===== config.mk =====
export PLATFORM = sky130hd
export DESIGN_NAME = sync_length_sum8_deframer_unit
export DESIGN_NICKNAME = d
export VERILOG_FILES = /design/src/rtl/sld_pkg.sv /design/src/rtl/sync_length_sum8_deframer_unit.sv /design/src/rtl/sld_in_reg.sv /design/src/rtl/sld_core.sv /design/src/rtl/sld_out_reg.sv
export SDC_FILE = /design/constraint.sdc
export NUM_CORES = 1
export LEC_CHECK = 0
export ABC_AREA = 1
export BUFFER_PORTS_ARGS = -buffer_cell sky130_fd_sc_hd__buf_2
export CAP_MARGIN = 20
export CORE_MARGIN = 8
export CORE_UTILIZATION = 45
export DETAILED_ROUTE_END_ITERATION = 12
export GPL_ROUTABILITY_DRIVEN = 1
export PLACE_DENSITY = 0.67
export SYNTH_ARGS = -nofsm -noshare
export SYNTH_HDL_FRONTEND = slang
export SYNTH_HIERARCHICAL = 1
export SYNTH_SLANG_ARGS = --single-unit

===== constraint.sdc =====
create_clock -name clk -period 4.4 [get_ports clk]
set_input_delay 0.66 -clock clk [delete_from_list [all_inputs] [get_ports clk]]
set_output_delay 0.66 -clock clk [all_outputs]
set_load 0.05 [all_outputs]

===== src/rtl/sld_pkg.sv =====
// ----------------------------------------------------------------------------
// sld_pkg
// Shared types and constants for the sync/length/sum8 deframer.
// ----------------------------------------------------------------------------
package sld_pkg;

  // sync sequence
  localparam logic [7:0] SYNC_A = 8'h1A;
  localparam logic [7:0] SYNC_B = 8'h72;
  localparam logic [7:0] SYNC_C = 8'h73;

  // wrapping sum of the three sync bytes
  localparam logic [7:0] SYNC_SUM = 8'(SYNC_A + SYNC_B + SYNC_C);

  // reset value of the length limit
  localparam logic [15:0] MAX_LEN_RST = 16'hFFFF;

  // result kinds
  localparam logic KIND_DATA = 1'b0;
  localparam logic KIND_END  = 1'b1;

  // frame status codes
  localparam logic [1:0] ST_OK   = 2'd0;
  localparam logic [1:0] ST_CSUM = 2'd1;
  localparam logic [1:0] ST_ZERO = 2'd2;
  localparam logic [1:0] ST_OVER = 2'd3;

  // receive phase
  typedef enum logic [2:0] {
    PH_SYNC0 = 3'd0,
    PH_SYNC1 = 3'd1,
    PH_SYNC2 = 3'd2,
    PH_LENHI = 3'd3,
    PH_LENLO = 3'd4,
    PH_BODY  = 3'd5
  } phase_t;

  // one result from the state step
  typedef struct packed {
    logic        vld;
    logic        kind;
    logic [7:0]  data;
    logic [1:0]  status;
    logic [15:0] plen;
  } res_t;

endpackage


===== src/rtl/sync_length_sum8_deframer_unit.sv =====
// ----------------------------------------------------------------------------
// sync_length_sum8_deframer_unit
// Hunts sync 1A 72 73, reads a length, passes payload bytes, checks sum8.
// ----------------------------------------------------------------------------
// path: an accepted byte waits in the input register, then the state step puts its
//   result, if any, into the result register, which raises out_valid
// throughput: one byte per cycle while the result register is free or being taken
// reset: synchronous rst_n; hunt restarts at the first sync byte, counters
//   and sum clear, max_length returns to 65535, no result pending
module sync_length_sum8_deframer_unit (
  input  logic        clk,
  input  logic        rst_n,
  input  logic        cfg_wr_en,
  input  logic [15:0] cfg_wr_data,
  input  logic        in_valid,
  output logic        in_stall,
  input  logic [7:0]  in_rx_byte,
  output logic        out_valid,
  input  logic        out_stall,
  output logic        out_kind,
  output logic [7:0]  out_byte,
  output logic [1:0]  out_frame_status,
  output logic [15:0] out_payload_length
);

  logic [15:0]   max_len_r;
  logic          adv_ok;
  logic          step_en;
  logic [7:0]    step_byte;
  sld_pkg::res_t res;

  // length limit register
  always_ff @(posedge clk) begin
    if (!rst_n) begin
      max_len_r <= sld_pkg::MAX_LEN_RST;
    end else if (cfg_wr_en) begin
      max_len_r <= cfg_wr_data;
    end
  end

  sld_in_reg u_in (
    .clk       (clk),
    .rst_n     (rst_n),
    .in_valid  (in_valid),
    .in_stall  (in_stall),
    .in_rx_byte(in_rx_byte),
    .adv_ok    (adv_ok),
    .step_en   (step_en),
    .step_byte (step_byte)
  );

  sld_core u_core (
    .clk      (clk),
    .rst_n    (rst_n),
    .step_en  (step_en),
    .step_byte(step_byte),
    .max_len  (max_len_r),
    .res      (res)
  );

  sld_out_reg u_out (
    .clk               (clk),
    .rst_n             (rst_n),
    .step_en           (step_en),
    .res               (res),
    .adv_ok            (adv_ok),
    .out_valid         (out_valid),
    .out_stall         (out_stall),
    .out_kind          (out_kind),
    .out_byte          (out_byte),
    .out_frame_status  (out_frame_status),
    .out_payload_length(out_payload_length)
  );

  // payload results carry no status and no length
  a_data_clean: assert property (@(posedge clk) disable iff (!rst_n)
    out_valid && out_kind == sld_pkg::KIND_DATA |->
      out_frame_status == sld_pkg::ST_OK && out_payload_length == 16'd0)
    else $error("payload result with status or length");

  // frame end carries no byte, and length errors report zero length
  a_end_clean: assert property (@(posedge clk) disable iff (!rst_n)
    out_valid && out_kind == sld_pkg::KIND_END |-> out_byte == 8'd0 &&
      (out_frame_status == sld_pkg::ST_OK || out_frame_status == sld_pkg::ST_CSUM ||
       out_payload_length == 16'd0))
    else $error("bad frame end fields");

  // a stalled result never lets a new byte step through
  a_no_overrun: assert property (@(posedge clk) disable iff (!rst_n)
    out_valid && out_stall |-> !step_en)
    else $error("step while result stalled");

endmodule


===== src/rtl/sld_in_reg.sv =====
// ----------------------------------------------------------------------------
// sld_in_reg
// Input register for received bytes; hands one byte per cycle to the step while the result side can take it.
// ----------------------------------------------------------------------------
module sld_in_reg (
  input  logic       clk,
  input  logic       rst_n,
  input  logic       in_valid,
  output logic       in_stall,
  input  logic [7:0] in_rx_byte,
  input  logic       adv_ok,
  output logic       step_en,
  output logic [7:0] step_byte
);

  logic       vld_r;
  logic       vld_nxt;
  logic [7:0] byte_r;
  logic       take;

  // held byte moves on when the result side can take it
  assign step_en   = vld_r && adv_ok;
  assign step_byte = byte_r;
  assign in_stall  = vld_r && !adv_ok;
  assign take      = in_valid && !in_stall;

  // occupancy
  always_comb begin
    vld_nxt = vld_r;
    if (take) begin
      vld_nxt = 1'b1;
    end else if (step_en) begin
      vld_nxt = 1'b0;
    end
  end

  always_ff @(posedge clk) begin
    if (!rst_n) begin
      vld_r <= 1'b0;
    end else begin
      vld_r <= vld_nxt;
    end
  end

  // payload register
  always_ff @(posedge clk) begin
    if (take) begin
      byte_r <= in_rx_byte;
    end
  end

endmodule


===== src/rtl/sld_core.sv =====
// ----------------------------------------------------------------------------
// sld_core
// Per-byte state step: sync hunt, length capture and checks, payload pass and checksum.
// ----------------------------------------------------------------------------
module sld_core (
  input  logic          clk,
  input  logic          rst_n,
  input  logic          step_en,
  input  logic [7:0]    step_byte,
  input  logic [15:0]   max_len,
  output sld_pkg::res_t res
);

  sld_pkg::phase_t phase_r, phase_nxt;
  logic [7:0]      len_hi_r, len_hi_nxt;
  logic [15:0]     left_r, left_nxt;
  logic [7:0]      sum_r, sum_nxt;
  logic [15:0]     count_r, count_nxt;
  logic [15:0]     len;

  assign len = {len_hi_r, step_byte};

  // next state and result
  always_comb begin
    phase_nxt  = phase_r;
    len_hi_nxt = len_hi_r;
    left_nxt   = left_r;
    sum_nxt    = sum_r;
    count_nxt  = count_r;
    res        = '0;
    if (step_en) begin
      case (phase_r)
        sld_pkg::PH_SYNC0: begin
          phase_nxt = (step_byte == sld_pkg::SYNC_A) ? sld_pkg::PH_SYNC1 : sld_pkg::PH_SYNC0;
        end
        sld_pkg::PH_SYNC1: begin
          phase_nxt = (step_byte == sld_pkg::SYNC_B) ? sld_pkg::PH_SYNC2 : sld_pkg::PH_SYNC0;
        end
        sld_pkg::PH_SYNC2: begin
          phase_nxt = (step_byte == sld_pkg::SYNC_C) ? sld_pkg::PH_LENHI : sld_pkg::PH_SYNC0;
        end
        sld_pkg::PH_LENHI: begin
          len_hi_nxt = step_byte;
          phase_nxt  = sld_pkg::PH_LENLO;
        end
        sld_pkg::PH_LENLO: begin
          if (len == 16'd0) begin
            phase_nxt  = sld_pkg::PH_SYNC0;
            res.vld    = 1'b1;
            res.kind   = sld_pkg::KIND_END;
            res.status = sld_pkg::ST_ZERO;
          end else if (len > max_len) begin
            phase_nxt  = sld_pkg::PH_SYNC0;
            res.vld    = 1'b1;
            res.kind   = sld_pkg::KIND_END;
            res.status = sld_pkg::ST_OVER;
          end else begin
            left_nxt  = len;
            count_nxt = 16'd0;
            sum_nxt   = sld_pkg::SYNC_SUM + len_hi_r + step_byte;
            phase_nxt = sld_pkg::PH_BODY;
          end
        end
        sld_pkg::PH_BODY: begin
          if (left_r > 16'd1) begin
            sum_nxt   = sum_r + step_byte;
            left_nxt  = left_r - 16'd1;
            count_nxt = count_r + 16'd1;
            res.vld   = 1'b1;
            res.kind  = sld_pkg::KIND_DATA;
            res.data  = step_byte;
          end else begin
            // checksum byte closes the frame
            phase_nxt  = sld_pkg::PH_SYNC0;
            left_nxt   = 16'd0;
            res.vld    = 1'b1;
            res.kind   = sld_pkg::KIND_END;
            res.status = (step_byte == sum_r) ? sld_pkg::ST_OK : sld_pkg::ST_CSUM;
            res.plen   = count_r;
          end
        end
        default: begin
          phase_nxt = sld_pkg::PH_SYNC0;
        end
      endcase
    end
  end

  // state registers
  always_ff @(posedge clk) begin
    if (!rst_n) begin
      phase_r  <= sld_pkg::PH_SYNC0;
      len_hi_r <= 8'd0;
      left_r   <= 16'd0;
      sum_r    <= 8'd0;
      count_r  <= 16'd0;
    end else begin
      phase_r  <= phase_nxt;
      len_hi_r <= len_hi_nxt;
      left_r   <= left_nxt;
      sum_r    <= sum_nxt;
      count_r  <= count_nxt;
    end
  end

  // a step in the body always yields a result
  a_body_res: assert property (@(posedge clk) disable iff (!rst_n)
    step_en && phase_r == sld_pkg::PH_BODY |-> res.vld)
    else $error("body byte without result");

  // payload results come only from the body with bytes still ahead
  a_data_src: assert property (@(posedge clk) disable iff (!rst_n)
    res.vld && res.kind == sld_pkg::KIND_DATA |-> phase_r == sld_pkg::PH_BODY && left_r > 16'd1)
    else $error("payload result outside body");

  // the body never runs with an empty count
  a_left_nz: assert property (@(posedge clk) disable iff (!rst_n)
    phase_r == sld_pkg::PH_BODY |-> left_r != 16'd0)
    else $error("body with zero bytes left");

endmodule


===== src/rtl/sld_out_reg.sv =====
// ----------------------------------------------------------------------------
// sld_out_reg
// Result register; loads a new result when empty or in the cycle the old one is taken.
// ----------------------------------------------------------------------------
module sld_out_reg (
  input  logic          clk,
  input  logic          rst_n,
  input  logic          step_en,
  input  sld_pkg::res_t res,
  output logic          adv_ok,
  output logic          out_valid,
  input  logic          out_stall,
  output logic          out_kind,
  output logic [7:0]    out_byte,
  output logic [1:0]    out_frame_status,
  output logic [15:0]   out_payload_length
);

  logic          vld_r;
  logic          vld_nxt;
  sld_pkg::res_t res_r;
  logic          load;

  // free now, or freed by the transaction at this edge
  assign adv_ok = !vld_r || !out_stall;
  assign load   = step_en && res.vld;

  always_comb begin
    vld_nxt = vld_r;
    if (load) begin
      vld_nxt = 1'b1;
    end else if (vld_r && !out_stall) begin
      vld_nxt = 1'b0;
    end
  end

  always_ff @(posedge clk) begin
    if (!rst_n) begin
      vld_r <= 1'b0;
    end else begin
      vld_r <= vld_nxt;
    end
  end

  // payload register
  always_ff @(posedge clk) begin
    if (load) begin
      res_r <= res;
    end
  end

  assign out_valid          = vld_r;
  assign out_kind           = res_r.kind;
  assign out_byte           = res_r.data;
  assign out_frame_status   = res_r.status;
  assign out_payload_length = res_r.plen;

endmodule

==> results.py <==
metrics = {
    "synth": {
        "synth_cell_types": 47,
        "synth_top_area_share_pct": 21.9,
        "yosysMostFrequentCell": "nand2_1",
        "synth_warnings": 6,
        "netlist_top_cells_area": "dfxtp_1 22%, edfxtp_1 17%, nand2_1 10%",
        "synth_async_sr_flop_share_pct": 0,
        "synth_common_cells": "173 x nand2_1, 116 x nor2_1, 110 x inv_1, 69 x dfxtp_1, 55 x a21oi_1",
        "synth_edf_count": 35,
        "synth_ff_type": "dfxtp_1",
        "ys_ff_latch": 104,
        "synth_top_area_cell": "dfxtp_1",
        "synth_area_mm2": 0.00631,
        "synth_cells": 841,
        "syn_nets": 911,
        "yosysSeqAreaShare_pct": 38.5,
        "avgSynthCellArea_um2": 7.51,
    },
    "clock_network": {
        "cts_buffers": 9,
        "clk_path_buf_depth": 2,
        "cts_resized": 0,
        "insertion_delay_ns": 0.35,
        "h-tree-depth": 3,
        "cts_setup_buffers": 0,
        "cts-root-buf": "clkbuf_16",
        "hold_buffers": 0,
        "cts_tree": "yes",
        "clk_pin_slew_ns": 0.07,
        "clkSinkCount": 104,
    },
    "grt": {
        "grt_pass1_vias": 5044,
        "grt_pass1_wl_mm": 25.0,
        "grt_max_degree": 44,
        "antenna_found_initial": 0,
        "grt_overflow": 0,
        "grt_use_total_pct": 17.3,
    },
    "setup_path": {
        "cp.required_ns": 4.46,
        "cp_max_fo": 19,
        "cp-start-kind": "flip-flop",
        "path_class": "flip-flop to flip-flop",
        "cpPeakStageDelay_ns": 0.52,
        "cp.arrival_ns": 2.92,
        "critPathCaptureType": "flip-flop",
        "crit_top_cell": "nand2_1",
        "slowest_stage": "edfxtp_1",
        "path_cells": "ha_1, nand2_1, nor2_1, nand2_1, nand2_1, nand2_1, nand2_1, nand3_2, nand2_1, o21ai_0, inv_1, nand2_1, inv_1, buf_16",
    },
    "drt": {
        "drt_first_pass_iters": 5,
        "dr_wl_met3_um": 953,
        "wl_per_cell_um": 14.5,
        "final_antenna_net_count": 0,
        "drt_iter0_markers": 425,
        "wl_met2_mm": 7.04,
        "num_vias": 5445,
        "routed_wl_mm": 15.5,
        "maxUsedRoutingLayer": "met4",
        "met1Wirelength_mm": 7.18,
        "avgViaCountPerCell": 5.08,
        "drc_errors": 0,
    },
    "power_and_ir_drop": {
        "powerDensity_mw_per_mm2": 281,
        "power.net_switching_mw": 0.493,
        "p_clk_share_pct": 38.0,
        "ir_drop_uv": 252,
        "switching_share_pct": 25.2,
        "power_leakage_nw": 3.34,
        "power_frac_seq_pct": 52.2,
        "combPwrFrac_pct": 9.8,
        "internal-power_mw": 1.46,
        "power_mw": 1.96,
    },
    "sta": {
        "fin_crit_ns": 2.86,
        "setup_tns_ns": 0,
        "slew_violations": 0,
        "rsz0062_at_grt": "false",
        "setup_viol": 0,
        "max_freq_ghz": 0.349,
        "tightest_slew_ns": 0.838,
        "finClkSkew_ns": 0.00592,
        "fin_crit_sh_pct": 65.1,
        "fin_ws_ns": 1.54,
        "hold_violations": 0,
        "max_slew_margin_pct": 44.2,
    },
    "min_path": {
        "hp-class": "flip-flop to flip-flop",
    },
    "floorplanning": {
        "io_pins": 58,
        "initial_core_util_pct": 45.8,
        "fp.dieH_um": 134,
        "fp.coreArea_mm2": 0.0138,
        "dieArea_mm2": 0.0181,
        "die-width_um": 134,
        "rows": 43,
    },
    "cells_and_area": {
        "fin_nets": 956,
        "area_delta_synth_final_pct": 10.1,
        "diodes": 0,
        "layout-drive-gt1-share_pct": 13.7,
    },
    "status": {
        "outcome": "complete, no violations",
    },
    "place": {
        "place_congestion": 0.935,
        "pre_cts_ws_ns": 1.27,
        "place.port_buffers": 57,
        "hpwlAfterDp_mm": 11.4,
    },
    "job": {
        "maxCapViolations": 0,
    },
}
## cell type report
cell class | instances | area, um^2
clock buffers | 12 | 236
fillers | 1396 | 6820
flip-flops and latches | 104 | 2430
multi-input cells | 589 | 3230
clock inverters | 4 | 28.8
well taps | 180 | 225
inverters | 119 | 452
repair buffers | 63 | 350
## routing by layer
metal / up-vias / track usage, %
met3: 24 / 4.09
met2: 141 / 27.0
met5: - / 0
met1: 2457 / 22.8
li1: 2823 / -
met4: 0 / 6.61
## through the flow
step | std cells | hold slack, ns | area (um^2) | util (%)
after global placement | 1054 | 0.442 | 6660 | 48.4
after detailed placement | 1054 | 0.444 | 6660 | 48.4
final | 1071 | 0.458 | 6960 | 50.5
after CTS | 1070 | 0.462 | 6930 | 50.3
after global routing | 1071 | 0.481 | 6960 | 50.5
after floorplan | 841 | 0.429 | 6310 | -
## critical path: cells and delay by family, from the launching register on
| kind | cells | cell delay, ns |
|---|---|---|
| adders and majority gates | 1 | 0.36 |
| DFF | 1 | 0.52 |
| AOI/OAI and AO/OA | 1 | 0.08 |
| and+or+nand+nor | 9 | 0.91 |
| buffers and inverters | 3 | 0.70 |
## layout by cell type (no fill, tap or decap), types with 2 or more instances in the layout
cell type	n
clkbuf_1	3
nand2_1	173
o21ai_0	29
a21o_1	3
nor3_1	19
edfxtp_1	35
nor3b_1	2
buf_2	57
nor4_1	6
o21a_1	2
nand2_2	14
nand4_1	20
a31oi_1	2
o22ai_1	9
nor2_1	116
nand2_4	2
nand3_2	11
xor2_1	17
nand3b_1	5
inv_1	110
a22oi_1	3
ha_1	39
nand3_1	35
xnor2_1	8
buf_4	5
a21oi_1	55
dfxtp_1	69
fa_1	2
nor2_2	5
inv_6	2
inv_2	8
clkbuf_16	9
## sequential cells by signal, summed over array words and instances, names as in the netlist
signal / count
max_len_r: 16
u_core/count_r: 16
u_core/left_r: 16
u_out/out_payload_length: 16
u_core/len_hi_r: 8
u_core/sum_r: 8
u_in/step_byte: 8
u_out/out_byte: 8
u_core/phase_r: 3
u_out/out_frame_status: 2
u_in/vld_r: 1
u_out/out_kind: 1
u_out/out_valid: 1
## path summary, 6_finish.rpt
path | start | endpoint | slack, ns | cells past startpoint
max | u_in/step_byte[7] | u_out/out_payload_length[12] | 1.54 | 14
min | max_len_r[13] | max_len_r[13] | 0.46 | 2
max reg2reg | u_in/step_byte[7] | u_out/out_payload_length[12] | 1.54 | 14
min reg2reg | max_len_r[13] | max_len_r[13] | 0.46 | 2
## power by group through the flow
stage          Clock [mW]  Combinational [mW]  Sequential [mW]
2_1_floorplan           0               0.149             1.04
3_3_place_gp            0               0.190             1.04
3_5_place_dp            0               0.191             1.04
4_1_cts             0.760               0.192             1.02
5_1_grt             0.803               0.220             1.02
6_report            0.743               0.192             1.02
## logic make-up (layout without fill, tap and decap cells)
logic type	Yosys count	count (layout)	share of synthesized area [%]
xor+xnor	25	25	3.47
simple gates	415	415	30.0
buf+inv	148	198	10.3
compound gates	108	108	9.31
flops	104	104	38.5
fa+ha+maj	41	41	8.36
Note: power is estimated with default switching activity, not from simulation.
